===== config.mk =====
export PLATFORM = sky130hd
export DESIGN_NAME = format_script_char_classifier
export DESIGN_NICKNAME = d
export VERILOG_FILES = /design/src/rtl/fscc_pkg.sv /design/src/rtl/format_script_char_classifier.sv
export VERILOG_INCLUDE_DIRS = /design/src /design/src/rtl
export SDC_FILE = /design/constraint.sdc
export NUM_CORES = 1
export LEC_CHECK = 0
export ABC_CLOCK_PERIOD_IN_PS = 2420
export BUFFER_PORTS_ARGS = -buffer_cell sky130_fd_sc_hd__buf_2
export CORE_ASPECT_RATIO = 1.75
export CORE_UTILIZATION = 50
export DETAILED_ROUTE_END_ITERATION = 10
export GPL_TIMING_DRIVEN = 0
export PLACE_DENSITY = 0.75
export SKIP_CTS_REPAIR_TIMING = 1
export SYNTH_ARGS = -nofsm -noshare
export SYNTH_HDL_FRONTEND = slang
export SYNTH_SLANG_ARGS = --single-unit

===== constraint.sdc =====
create_clock -name clk_i -period 2.42 [get_ports clk_i]
set_clock_uncertainty 0.15 [all_clocks]
set_input_delay 0.121 -clock clk_i [delete_from_list [all_inputs] [get_ports clk_i]]
set_output_delay 0.121 -clock clk_i [all_outputs]
set_load 0.01 [all_outputs]

===== src/rtl/assert_macros.svh =====
// ------------------------------------------------------------------------
// assertion macros
// shared helpers for concurrent assertions on a clock with active-low reset
// ------------------------------------------------------------------------
`ifndef ASSERT_MACROS_SVH
`define ASSERT_MACROS_SVH

// property checked at every rising edge, off while reset is low
`define ASSERT_CLK(name, clk, rst_n, prop) \
  name: assert property (@(posedge clk) disable iff (!(rst_n)) (prop)) \
    else $error("assertion failed");

// implication, post checked in the cycle after pre
`define ASSERT_NEXT(name, clk, rst_n, pre, post) \
  name: assert property (@(posedge clk) disable iff (!(rst_n)) (pre) |=> (post)) \
    else $error("assertion failed");

`endif


===== src/rtl/fscc_pkg.sv =====
// ------------------------------------------------------------------------
// fscc_pkg
// class codes, character constants and byte tests for the classifier
// ------------------------------------------------------------------------
package fscc_pkg;

  typedef enum logic [2:0] {
    CLS_DEFAULT  = 3'd0,
    CLS_OPERATOR = 3'd1,
    CLS_IDENT    = 3'd2,
    CLS_COMMENT  = 3'd3,
    CLS_STRING   = 3'd4,
    CLS_LITERAL  = 3'd5,
    CLS_SPECIAL  = 3'd6,
    CLS_FIELD    = 3'd7
  } class_e;

  typedef enum logic [1:0] {
    LE_NONE = 2'd0,
    LE_CR   = 2'd1,
    LE_LF   = 2'd2
  } line_end_e;

  localparam logic [7:0] CH_CR     = 8'h0d;
  localparam logic [7:0] CH_LF     = 8'h0a;
  localparam logic [7:0] CH_DOLLAR = 8'h24;
  localparam logic [7:0] CH_PCT    = 8'h25;
  localparam logic [7:0] CH_QUOTE  = 8'h27;
  localparam logic [7:0] CH_LPAR   = 8'h28;
  localparam logic [7:0] CH_RPAR   = 8'h29;
  localparam logic [7:0] CH_COMMA  = 8'h2c;
  localparam logic [7:0] CH_SLASH  = 8'h2f;
  localparam logic [7:0] CH_LBRK   = 8'h5b;
  localparam logic [7:0] CH_RBRK   = 8'h5d;
  localparam logic [7:0] CH_UNDER  = 8'h5f;

  function automatic logic is_word(input logic [7:0] c);
    return (c >= 8'h61 && c <= 8'h7a) || (c >= 8'h41 && c <= 8'h5a) ||
           (c >= 8'h30 && c <= 8'h39) || (c == CH_UNDER);
  endfunction

  function automatic logic is_operator(input logic [7:0] c);
    return (c == CH_LPAR) || (c == CH_RPAR) || (c == CH_COMMA) ||
           (c == CH_LBRK) || (c == CH_RBRK);
  endfunction

  function automatic logic is_special(input logic [7:0] c);
    return (c == CH_DOLLAR) || (c == CH_PCT) || (c == CH_QUOTE);
  endfunction

  function automatic logic is_literal(input logic [7:0] c);
    return !is_operator(c) && !is_special(c) && (c != CH_CR) && (c != CH_LF);
  endfunction

endpackage


===== src/rtl/format_script_char_classifier.sv =====
// path: an accepted item passes the input register, then the result register, to
//   reach the outputs; an output stall holds it where it is
// throughput: one item per cycle while the output does not stall; the class state
//   updates as an item moves from the input register to the result register
// reset: rst_ni clears both valid flags, the class state and start_style
// ------------------------------------------------------------------------
// format_script_char_classifier
// assigns a syntax class to each byte of a format-script text stream
// ------------------------------------------------------------------------
`include "assert_macros.svh"

module format_script_char_classifier (
  input  logic       clk_i,
  input  logic       rst_ni,
  // input items
  input  logic       in_valid_i,
  output logic       in_ready_o,
  input  logic [7:0] ch_i,
  input  logic [7:0] next_ch_i,
  input  logic       first_i,
  input  logic       last_i,
  // result items
  output logic       out_valid_o,
  input  logic       out_ready_i,
  output logic [2:0] style_o,
  output logic       end_mark_o,
  // start_style register
  input  logic       cfg_we_i,
  input  logic [2:0] cfg_wdata_i
);
  import fscc_pkg::*;

  // configuration
  class_e    start_style_q;

  // input register
  logic      in_vld_q;
  logic [7:0] ch_q;
  logic [7:0] nx_q;
  logic      first_q;
  logic      last_q;

  // classifier state
  class_e    cls_q, cls_d;
  logic      pair_q, pair_d;
  line_end_e prev_q, prev_d;

  // result register
  logic      out_vld_q;
  class_e    style_q, style_d;
  logic      end_q;

  logic      advance;
  logic      line_start;
  class_e    cls_cur;
  class_e    cls_mid;
  logic      closed;

  // the input stage moves on whenever the result slot is free or being taken
  assign advance    = !out_vld_q || out_ready_i;
  assign in_ready_o = !in_vld_q || advance;

  // ---- classification of the byte in the input register ----
  always_comb begin
    // segment start reloads the class and counts as a line start
    cls_cur    = first_q ? start_style_q : cls_q;
    line_start = first_q || (prev_q == LE_LF) || ((prev_q == LE_CR) && (ch_q != CH_LF));

    cls_mid = cls_cur;
    closed  = 1'b0;
    cls_d   = cls_cur;
    pair_d  = 1'b0;
    style_d = cls_cur;

    if (pair_q && !first_q) begin
      // second byte of a two-byte token: same class, no decision
      style_d = cls_cur;
      cls_d   = cls_cur;
    end else begin
      // does the class in force end at this byte
      unique case (cls_cur)
        CLS_OPERATOR, CLS_SPECIAL: cls_mid = CLS_DEFAULT;
        CLS_IDENT:   if (!is_word(ch_q)) cls_mid = CLS_DEFAULT;
        CLS_COMMENT: if (line_start) cls_mid = CLS_DEFAULT;
        CLS_STRING:  closed = (ch_q == CH_QUOTE);
        CLS_LITERAL: if (!is_literal(ch_q)) cls_mid = CLS_DEFAULT;
        CLS_FIELD:   closed = (ch_q == CH_PCT);
        default:     cls_mid = cls_cur;
      endcase

      if (closed) begin
        // closing quote or percent keeps the class, then back to default
        style_d = cls_cur;
        cls_d   = CLS_DEFAULT;
      end else begin
        cls_d = cls_mid;
        if (cls_mid == CLS_DEFAULT) begin
          // a new class may begin here, first match wins
          priority if (ch_q == CH_SLASH && nx_q == CH_SLASH) begin
            cls_d  = CLS_COMMENT;
            pair_d = 1'b1;
          end else if (is_operator(ch_q)) begin
            cls_d = CLS_OPERATOR;
          end else if (is_special(ch_q) && ch_q == nx_q) begin
            cls_d  = CLS_SPECIAL;
            pair_d = 1'b1;
          end else if (ch_q == CH_DOLLAR) begin
            cls_d = CLS_IDENT;
          end else if (ch_q == CH_PCT) begin
            cls_d = CLS_FIELD;
          end else if (ch_q == CH_QUOTE) begin
            cls_d = CLS_STRING;
          end else if (is_literal(ch_q)) begin
            cls_d = CLS_LITERAL;
          end else begin
            cls_d = CLS_DEFAULT;  // cr and lf stay default
          end
        end
        style_d = cls_d;
      end
    end

    // remember whether this byte ends a line
    if (ch_q == CH_CR) begin
      prev_d = LE_CR;
    end else if (ch_q == CH_LF) begin
      prev_d = LE_LF;
    end else begin
      prev_d = LE_NONE;
    end
  end

  // ---- control and state registers ----
  always_ff @(posedge clk_i or negedge rst_ni) begin
    if (!rst_ni) begin
      start_style_q <= CLS_DEFAULT;
      in_vld_q      <= 1'b0;
      out_vld_q     <= 1'b0;
      cls_q         <= CLS_DEFAULT;
      pair_q        <= 1'b0;
      prev_q        <= LE_NONE;
    end else begin
      if (cfg_we_i) begin
        start_style_q <= class_e'(cfg_wdata_i);
      end
      if (in_ready_o) begin
        in_vld_q <= in_valid_i;
      end
      if (advance) begin
        out_vld_q <= in_vld_q;
        if (in_vld_q) begin
          cls_q  <= cls_d;
          pair_q <= pair_d;
          prev_q <= prev_d;
        end
      end
    end
  end

  // ---- payload registers ----
  always_ff @(posedge clk_i) begin
    if (in_ready_o && in_valid_i) begin
      ch_q    <= ch_i;
      nx_q    <= next_ch_i;
      first_q <= first_i;
      last_q  <= last_i;
    end
    if (advance && in_vld_q) begin
      style_q <= style_d;
      end_q   <= last_q;
    end
  end

  assign out_valid_o = out_vld_q;
  assign style_o     = 3'(style_q);
  assign end_mark_o  = end_q;

  // ---- assertions ----
  // a pending pair is only ever a comment or a doubled special
  `ASSERT_CLK(a_pair_class, clk_i, rst_ni,
              !pair_q || (cls_q == CLS_COMMENT) || (cls_q == CLS_SPECIAL))
  // input side stalls only when both stages hold an item
  `ASSERT_CLK(a_stall_full, clk_i, rst_ni,
              in_ready_o || (in_vld_q && out_vld_q && !out_ready_i))
  // an item leaving the input register lands in the result register
  `ASSERT_NEXT(a_move_out, clk_i, rst_ni, advance && in_vld_q, out_vld_q)

endmodule


==> flow_summary.toml, run 1 <==
[status]
status = "finished with violations"
violations = "negative hold slack"

[synthesis]
synth_compound_area_share_pct = 15.4
synth-adder-area-share_pct = 0
yosysUniqueCellTypes = 51
synthCells = 168
synth-simple-area-share_pct = 25.5
async_reset_ff_share_pct = 33.3
synth_area_mm2 = 0.00183
synth_top_area_cell = "edfxtp_1"
synth_edf_count = 22
synthTopCellsByArea = "edfxtp_1 36%, dfrtp_1 15%, nand2_1 4.3%"
yosysWarnings = 0
synth_top_area_share_pct = 36.1
synth-xor-area-share_pct = 0.958
synth_area_per_cell_um2 = 10.9
muxShareOfSynthArea_pct = 3.01
synth_top_family_by_area = "simple AND/OR/NAND/NOR gates"
ys_seq_area_share_pct = 51.2
dominantRegCellSynth = "edfxtp_1"
synthesis.nets = 194
synth.ff_latch_count = 33

[power_and_ir_drop]
peakVddDrop_v = 0.000558
p_leak_nw = 0.954
powerDensity_mw_per_mm2 = 555

[final_layout]
stdcell_count = 282
fin_util_pct = 71.7
final_cell_mix = "33 x buf_2, 27 x dlygate4sd3_1, 22 x edfxtp_1, 21 x nand2_1, 11 x dfrtp_1"
nets = 262
syn2layout_area_growth_pct = 34.5
drive_gt1_share_pct = 29.5
final_common_cell = "buf_2"
diodes = 0
n_fill_cell = 264

[floorplan]
start_util_pct = 53.3
fp.dieW_um = 47.7
ios = 32
core_mm2 = 0.00343
dieHeight_um = 82.0
die-area_mm2 = 0.00391
rows = 28

[run]
max_cap_violations = 0

[setup_path]
critPathRequiredTime_ns = 2.32
end_kind = "flop"
path_class = "flop to flop"
startpoint_type = "flop"
worst-path-max-fanout = 10
crit_arrival_ns = 2.26
reg2reg_depth = 7
r2r_setup_slack_ns = 0.06

[clock_network]
cts_max_level = 2
clock_latency_ns = 0.29
cts_buffer_depth = 2
cts_sinks = 33
cts_tree = "yes"
cts-root-buf = "clkbuf_8"
cts_made_buffers = 5
clk_pin_slew_ns = 0.07

[hold_path]
hold_path.class = "input port to flop"
hold_depth = 3

[routing]
wirelength_mm = 4.46
remaining_drc_errors = 0
via_count = 1600
wl_per_cell_um = 15.8
firstDrtPassIters = 4
drt_first_iter_violations = 50
antenna_left = 0
vias_per_cell = 5.67

[place]
place_inst = 244
place_hpwl_mm = 3.03
place.gp.congestion = 0.907
portBuffers = 31
post-place-ws_ns = -0.102

[sta]
rsz0062_at_grt = "yes"
finalMaxSlewViolations = 0
max_slew.worst_pin.slew_ns = 0.725
fin_ws_ns = 0.0614
max_freq_mhz = 424
period_needed_ns = 2.36
fin_crit_sh_pct = 97.5
setup_viol_count_final = 0
whs_ns = -0.0158
fin_setup_tns_ns = 0
slew_headroom_pct = 51.7
finalHoldViolCount = 1

[grt]
grt_usage_pct = 22.5
overflow = 0
grt_max_degree = 19
grt_pass1_vias = 1430
grt_antenna_before_repair = 0
grt_pass1_wl_mm = 6.04
Yosys cell counts (3+ instances only):
cell      instances
a21oi_1           6
buf_2             3
dfrtp_1          11
edfxtp_1         22
inv_1             6
mux2_2            4
nand2_1          21
nand2b_1          5
nand3_1           4
nand3b_1          3
nor2_1            6
nor2b_1           5
nor3_1            5
nor3b_1           3
o211ai_1          3
o21ai_0          11
o21ai_1           3
power breakdown:
group / total, mW / internal [mW] / switching (mW)
Clock: 0.402 / 0.199 / 0.203
Sequential: 0.695 / 0.654 / 0.0412
Combinational: 0.269 / 0.131 / 0.138
Total: 1.37 / 0.985 / 0.382
metrics by stage:
step / instance area, um2 / power, mW
after global placement: 2040 / 0.902
after CTS: 2120 / 1.31
after global routing: 2460 / 1.42
after floorplan: 1830 / 0.839
final: 2460 / 1.37
after detailed placement: 2040 / 0.915
cell type report:
cell class / instances / area (um2) / area share [%]
Multi-Input combinational cell: 121 / 856 / 34.8
Tap cell: 45 / 56.3 / 2.29
Buffer: 8 / 60.1 / 2.44
Clock inverter: 2 / 10.0 / 0.407
Sequential cell: 33 / 936 / 38.0
Clock buffer: 6 / 72.6 / 2.95
Timing Repair Buffer: 61 / 448 / 18.2
Inverter: 6 / 22.5 / 0.915
kinds of logic (layout without fill, tap and decap cells):
kind of cell / count (synthesis) / after routing
AOI/OAI and AO/OA: 37 / 37
xor gates and xnor gates: 2 / 2
buffers and inverters: 14 / 83
DFF: 33 / 33
muxes: 5 / 5
and+or+nand+nor: 77 / 77
worst max-delay path, stage by stage, from the launching register on:
cell,delay (ns)
edfxtp_1,0.44
buf_4,0.20
or3b_2,0.45
o22ai_2,0.14
o21ai_1,0.12
o211ai_1,0.21
o21ai_1,0.13
mux2_2,0.28
layer usage:
layer | GRT usage, % | share of wire [%]
met2 | 37.6 | 56
met5 | 0 | 0
met1 | 21.4 | 35
met3 | 6.37 | 3.2
met4 | 17.5 | 5.7
sequential cells by signal, indices dropped and copies added (netlist names):
signal         count
end_mark_o         1
prev_q             2
in_vld_q           1
ch_q               8
pair_q             1
first_q            1
last_q             1
cls_q              3
start_style_q      3
style_o            3
nx_q               8
out_valid_o        1
path summary, 6_finish.rpt:
kind                             startpoint                to
worst min register to register       last_q        end_mark_o
min in group asynchronous            rst_ni  start_style_q[2]
max in group asynchronous            rst_ni          in_vld_q
worst max register to register      ch_q[3]        style_o[2]
worst max-delay path                ch_q[3]        style_o[2]
worst min-delay path            out_ready_i       out_valid_o
Power figures use the tool's default switching activity.
==> run 2, diff against run 1 <==
--- a/config.mk
+++ b/config.mk
@@ -8,11 +8,13 @@
 export LEC_CHECK = 0
 export ABC_CLOCK_PERIOD_IN_PS = 2420
 export BUFFER_PORTS_ARGS = -buffer_cell sky130_fd_sc_hd__buf_2
+export CELL_PAD_IN_SITES_DETAIL_PLACEMENT = 0
+export CELL_PAD_IN_SITES_GLOBAL_PLACEMENT = 1
 export CORE_ASPECT_RATIO = 1.75
-export CORE_UTILIZATION = 50
+export CORE_UTILIZATION = 39
 export DETAILED_ROUTE_END_ITERATION = 10
 export GPL_TIMING_DRIVEN = 0
-export PLACE_DENSITY = 0.75
+export PLACE_DENSITY_LB_ADDON = 0.1
 export SKIP_CTS_REPAIR_TIMING = 1
 export SYNTH_ARGS = -nofsm -noshare
 export SYNTH_HDL_FRONTEND = slang
==> flow_summary.toml, run 2 (synthesized netlist as in run 1, its figures left out) <==
[final_layout]
seq_area_um2 = 936
fin_util_pct = 55.9
diodes = 0
final_cell_mix = "35 x buf_2, 28 x dlygate4sd3_1, 22 x edfxtp_1, 21 x nand2_1, 11 x dfrtp_1"
final_common_cell = "buf_2"
n_fill_cell = 381
design_area_mm2 = 0.00249
nets = 263
top_regs = "ch_q: 8 flops, nx_q: 8 flops"
stdcell_count = 289
drive_gt1_share_pct = 28.6
syn2layout_area_growth_pct = 35.9
multi_input_area_um2 = 835

[power_and_ir_drop]
p_sw_share_pct = 24.5
internal-power_mw = 1.12
power_frac_comb_pct = 17.5
power_mw = 1.48
p_leak_nw = 0.967
pwr-share-clk_pct = 35.8
peakVddDrop_v = 0.000416
powerDensity_mw_per_mm2 = 596
seq_power_share_pct = 46.7
p_switching_mw = 0.363

[setup_path]
reg2reg_depth = 7
critPathRequiredTime_ns = 2.31
worst-path-max-fanout = 4
startpoint_type = "flop"
worstReg2RegStart = "first_q"
r2r_setup_slack_ns = 0.08
crit_arrival_ns = 2.23
endpoint = "style_o[2]"
startpoint = "first_q"
path_class = "flop to flop"
reg2reg_to = "style_o[2]"
end_kind = "flop"

[sta]
fin_ws_ns = 0.0778
rsz0062_at_grt = "no"
fin_setup_tns_ns = 0
period_needed_ns = 2.34
finalMaxSlewViolations = 0
setup_viol_count_final = 0
max_slew.worst_pin.slew_ns = 0.753
slew_headroom_pct = 49.8
max_freq_mhz = 427
fin_crit_sh_pct = 96.8
whs_ns = 0.0898
finalHoldViolCount = 0

[routing]
via_count = 1541
wl_per_cell_um = 14.2
drt_first_iter_violations = 50
wirelength_mm = 4.12
firstDrtPassIters = 4
vias_per_cell = 5.33
remaining_drc_errors = 0
antenna_left = 0

[clock_network]
cts_tree = "yes"
cts_sinks = 33
cts_max_level = 2
clock_latency_ns = 0.28
cts-root-buf = "clkbuf_8"
cts_buffer_depth = 2
cts_made_buffers = 5
clk_pin_slew_ns = 0.07

[floorplan]
die-area_mm2 = 0.00498
rows = 32
start_util_pct = 41.2
dieHeight_um = 92.6
ios = 32
fp.dieW_um = 53.8
core_mm2 = 0.00444

[grt]
grt_antenna_before_repair = 0
grt_max_degree = 19
grt_pass1_wl_mm = 5.76
overflow = 0
grt_usage_pct = 16.3
grt_pass1_vias = 1326

[place]
place.gp.congestion = 0.819
post-place-ws_ns = -0.0894
portBuffers = 31
place_inst = 250
place_area_mm2 = 0.00205
place_hpwl_mm = 2.96

[status]
status = "complete, no violations"

[run]
max_cap_violations = 0

[hold_path]
hold_path.class = "input port to async pin"
[run 2: how the worst min path moves through the flow]
stage | from | endpoint | slack [ns] | depth (start not counted)
4_1_cts | rst_ni | start_style_q[0] | -0.45 | 1
6_report | rst_ni | start_style_q[0] | 0.09 | 2
5_1_grt | rst_ni | prev_q[1] | 0.14 | 2
3_5_place_dp | rst_ni | start_style_q[0] | -0.14 | 1
2_1_floorplan | rst_ni | cls_q[0] | -0.32 | 0
3_3_place_gp | rst_ni | prev_q[1] | -0.14 | 1
[run 2: layer usage]
metal / up-vias / wire (um) / global-route usage, %
met5: - / 0 / 0
met4: 0 / 90 / 7.46
met3: 8 / 107 / 3.45
met2: 35 / 2360 / 30.0
met1: 724 / 1560 / 16.0
li1: 774 / - / -
[run 2: critical path, stage by stage, from the launching register on]
cell and delay (ns):
edfxtp_1 0.47, buf_4 0.18, nand2_1 0.06, o21ai_0 0.16, or4_4 0.57, nand3_1 0.13, o21ai_1 0.11, mux2_2 0.27
[run 2: area by class of cell]
class | count | area share, %
plain buffers | 8 | 2.21
clock buffers | 7 | 3.47
clock inverters | 1 | 1.21
inverters | 6 | 0.906
multi-input cells | 121 | 33.6
flip-flops and latches | 33 | 37.6
well taps | 51 | 2.57
repair buffers | 62 | 18.4
[run 2: power by group through the flow]
stage	Sequential, mW	Combinational [mW]	Clock (mW)
floorplan	0.695	0.144	0
global placement	0.701	0.207	0
detailed placement	0.704	0.210	0
CTS	0.692	0.210	0.542
global route	0.697	0.283	0.557
finish	0.692	0.259	0.531
==> run 3, diff against run 2 <==
--- a/config.mk
+++ b/config.mk
@@ -6,12 +6,13 @@
 export SDC_FILE = /design/constraint.sdc
 export NUM_CORES = 1
 export LEC_CHECK = 0
+export ABC_AREA = 1
 export ABC_CLOCK_PERIOD_IN_PS = 2420
 export BUFFER_PORTS_ARGS = -buffer_cell sky130_fd_sc_hd__buf_2
 export CELL_PAD_IN_SITES_DETAIL_PLACEMENT = 0
 export CELL_PAD_IN_SITES_GLOBAL_PLACEMENT = 1
 export CORE_ASPECT_RATIO = 1.75
-export CORE_UTILIZATION = 39
+export CORE_UTILIZATION = 37
 export DETAILED_ROUTE_END_ITERATION = 10
 export GPL_TIMING_DRIVEN = 0
 export PLACE_DENSITY_LB_ADDON = 0.1
==> constraint.sdc (replaced) <==
create_clock -name clk_i -period 2.42 [get_ports clk_i]
set_clock_uncertainty 0.15 [all_clocks]
set_input_delay 0.242 -clock clk_i [delete_from_list [all_inputs] [get_ports clk_i]]
set_output_delay 0.242 -clock clk_i [all_outputs]
set_load 0.01 [all_outputs]
==> flow_summary.toml, run 3 <==
[synthesis]
yosysWarnings = 0
synth_edf_count = 22
synth-xor-area-share_pct = 2.95
async_reset_ff_share_pct = 33.3
muxShareOfSynthArea_pct = 1.89
synth_top_area_share_pct = 37.0
ys_seq_area_share_pct = 52.5
synth_area_per_cell_um2 = 8.54
synth_most_common_cell = "nand2_1"
synthTopCellsByArea = "edfxtp_1 37%, dfrtp_1 15%, nand2_1 15%"
synth_top_area_cell = "edfxtp_1"
synthTopCellsByCount = "72 x nand2_1, 24 x nor2_1, 22 x edfxtp_1"
synthesis.nets = 235
dominantRegCellSynth = "edfxtp_1"
synth_compound_area_share_pct = 3.51
yosysUniqueCellTypes = 27
synth_top_family_by_area = "simple AND/OR/NAND/NOR gates"
synth_area_mm2 = 0.00178
synth.ff_latch_count = 33
synth-adder-area-share_pct = 0
synthCells = 209
synth-simple-area-share_pct = 32.1

[sta]
rsz0062_at_grt = "no"
finalMaxSlewViolations = 0
fin_setup_tns_ns = 0
slew_headroom_pct = 55.0
whs_ns = 0.0276
setup_viol_count_final = 0
max_freq_mhz = 494
fin_ws_ns = 0.396
period_needed_ns = 2.02
fin_crit_sh_pct = 83.6
max_slew.worst_pin.slew_ns = 0.674
finalHoldViolCount = 0

[setup_path]
max_stage_delay_ns = 0.48
critPathRequiredTime_ns = 2.32
end_kind = "flop"
path_common_cell = "nand2_1"
path_cells = "nand2_1 -> inv_1 -> nand2_1 -> nand2_1 -> a21oi_2 -> nand4_2 -> nand2_2 -> inv_2 -> a21o_1 -> nand2_1 -> nand2_1"
startpoint_type = "flop"
path_class = "flop to flop"
worst-path-max-fanout = 5
crit_slowest_cell = "edfxtp_1"
startpoint = "ch_q[2]"
reg2reg_depth = 11
worstReg2RegStart = "ch_q[2]"
crit_arrival_ns = 1.92

[power_and_ir_drop]
peakVddDrop_v = 0.000364
power_mw = 1.54
powerDensity_mw_per_mm2 = 674
p_leak_nw = 1.08

[place]
place.gp.congestion = 0.782
place_inst = 292
post-place-ws_ns = 0.399
portBuffers = 31
place_area_mm2 = 0.00200
place_hpwl_mm = 2.86

[grt]
grt_antenna_before_repair = 0
overflow = 0
grt_pass1_vias = 1427
grt_max_degree = 19
grt_usage_pct = 16.5
grt_pass1_wl_mm = 5.94

[floorplan]
fp.dieW_um = 54.5
dieHeight_um = 93.9
die-area_mm2 = 0.00512
rows = 33
core_mm2 = 0.00467
ios = 32
start_util_pct = 38.2

[final_layout]
syn2layout_area_growth_pct = 28.1
stdcell_count = 319
fin_util_pct = 49.0
design_area_mm2 = 0.00228
drive_gt1_share_pct = 23.2
final_cell_mix = "72 x nand2_1, 31 x buf_2, 24 x nor2_1, 22 x edfxtp_1, 21 x inv_1"
nets = 292
n_fill_cell = 481
diodes = 0
top_regs = "ch_q: 8 flops, nx_q: 8 flops"
final_common_cell = "nand2_1"

[clock_network]
cts_buffer_depth = 2
cts_tree = "yes"
cts_sinks = 33
cts_max_level = 2
cts_made_buffers = 5
clock_latency_ns = 0.28
clk_pin_slew_ns = 0.07
cts-root-buf = "clkbuf_8"

[routing]
wirelength_mm = 3.75
antenna_left = 0
drt_first_iter_violations = 27
vias_per_cell = 4.64
remaining_drc_errors = 0
wl_per_cell_um = 11.8
via_count = 1481
firstDrtPassIters = 4

[hold_path]
hold_depth = 3
hold_path.class = "input port to flop"
min-delay-start = "in_valid_i"

[run]
max_cap_violations = 0

[status]
status = "complete, no violations"
## run 3: cells by family after synthesis
family / count (synthesis)
AND/OR/NAND/NOR: 129
flip-flops: 33
buffers and inverters: 29
AO/OA/AOI/OAI: 9
XOR/XNOR: 6
multiplexers: 3
## run 3: final timing paths
check                                         to  slack [ns]
worst min register to register        end_mark_o        0.28
worst min-delay path                    in_vld_q        0.03
worst max-delay path                  style_o[1]        0.40
worst max register to register        style_o[1]        0.40
min in group asynchronous            out_valid_o        0.21
max in group asynchronous       start_style_q[2]        1.70
## run 3: critical path: cells and delay by family, from the launching register on
family                 cells  cell delay (ns)
AOI/OAI and AO/OA          2             0.38
buffers and inverters      2             0.13
DFF                        1             0.48
and+or+nand+nor            7             0.65
## run 3: power breakdown
part | switching, mW | internal, mW | leakage, nW | total, mW
Combinational | 0.218 | 0.152 | 0.682 | 0.371
Clock | 0.197 | 0.232 | 0.0455 | 0.429
Sequential | 0.0500 | 0.690 | 0.349 | 0.740
Total | 0.465 | 1.07 | 1.08 | 1.54
## run 3: final cells by class
type                    count  area, um2  area share (%)
plain buffers               2       22.5           0.986
clock buffers               8       90.1            3.94
inverters                  27        104            4.55
multi-input cells         147        722            31.6
flip-flops and latches     33        936            41.0
well taps                  52       65.1            2.85
repair buffers             50        345            15.1
## run 3: routing by layer
metal | track usage [%] | routed length (um)
met1 | 15.2 | 1350
met4 | 9.19 | 135
met3 | 3.88 | 102
met2 | 30.7 | 2170
met5 | 0 | 0
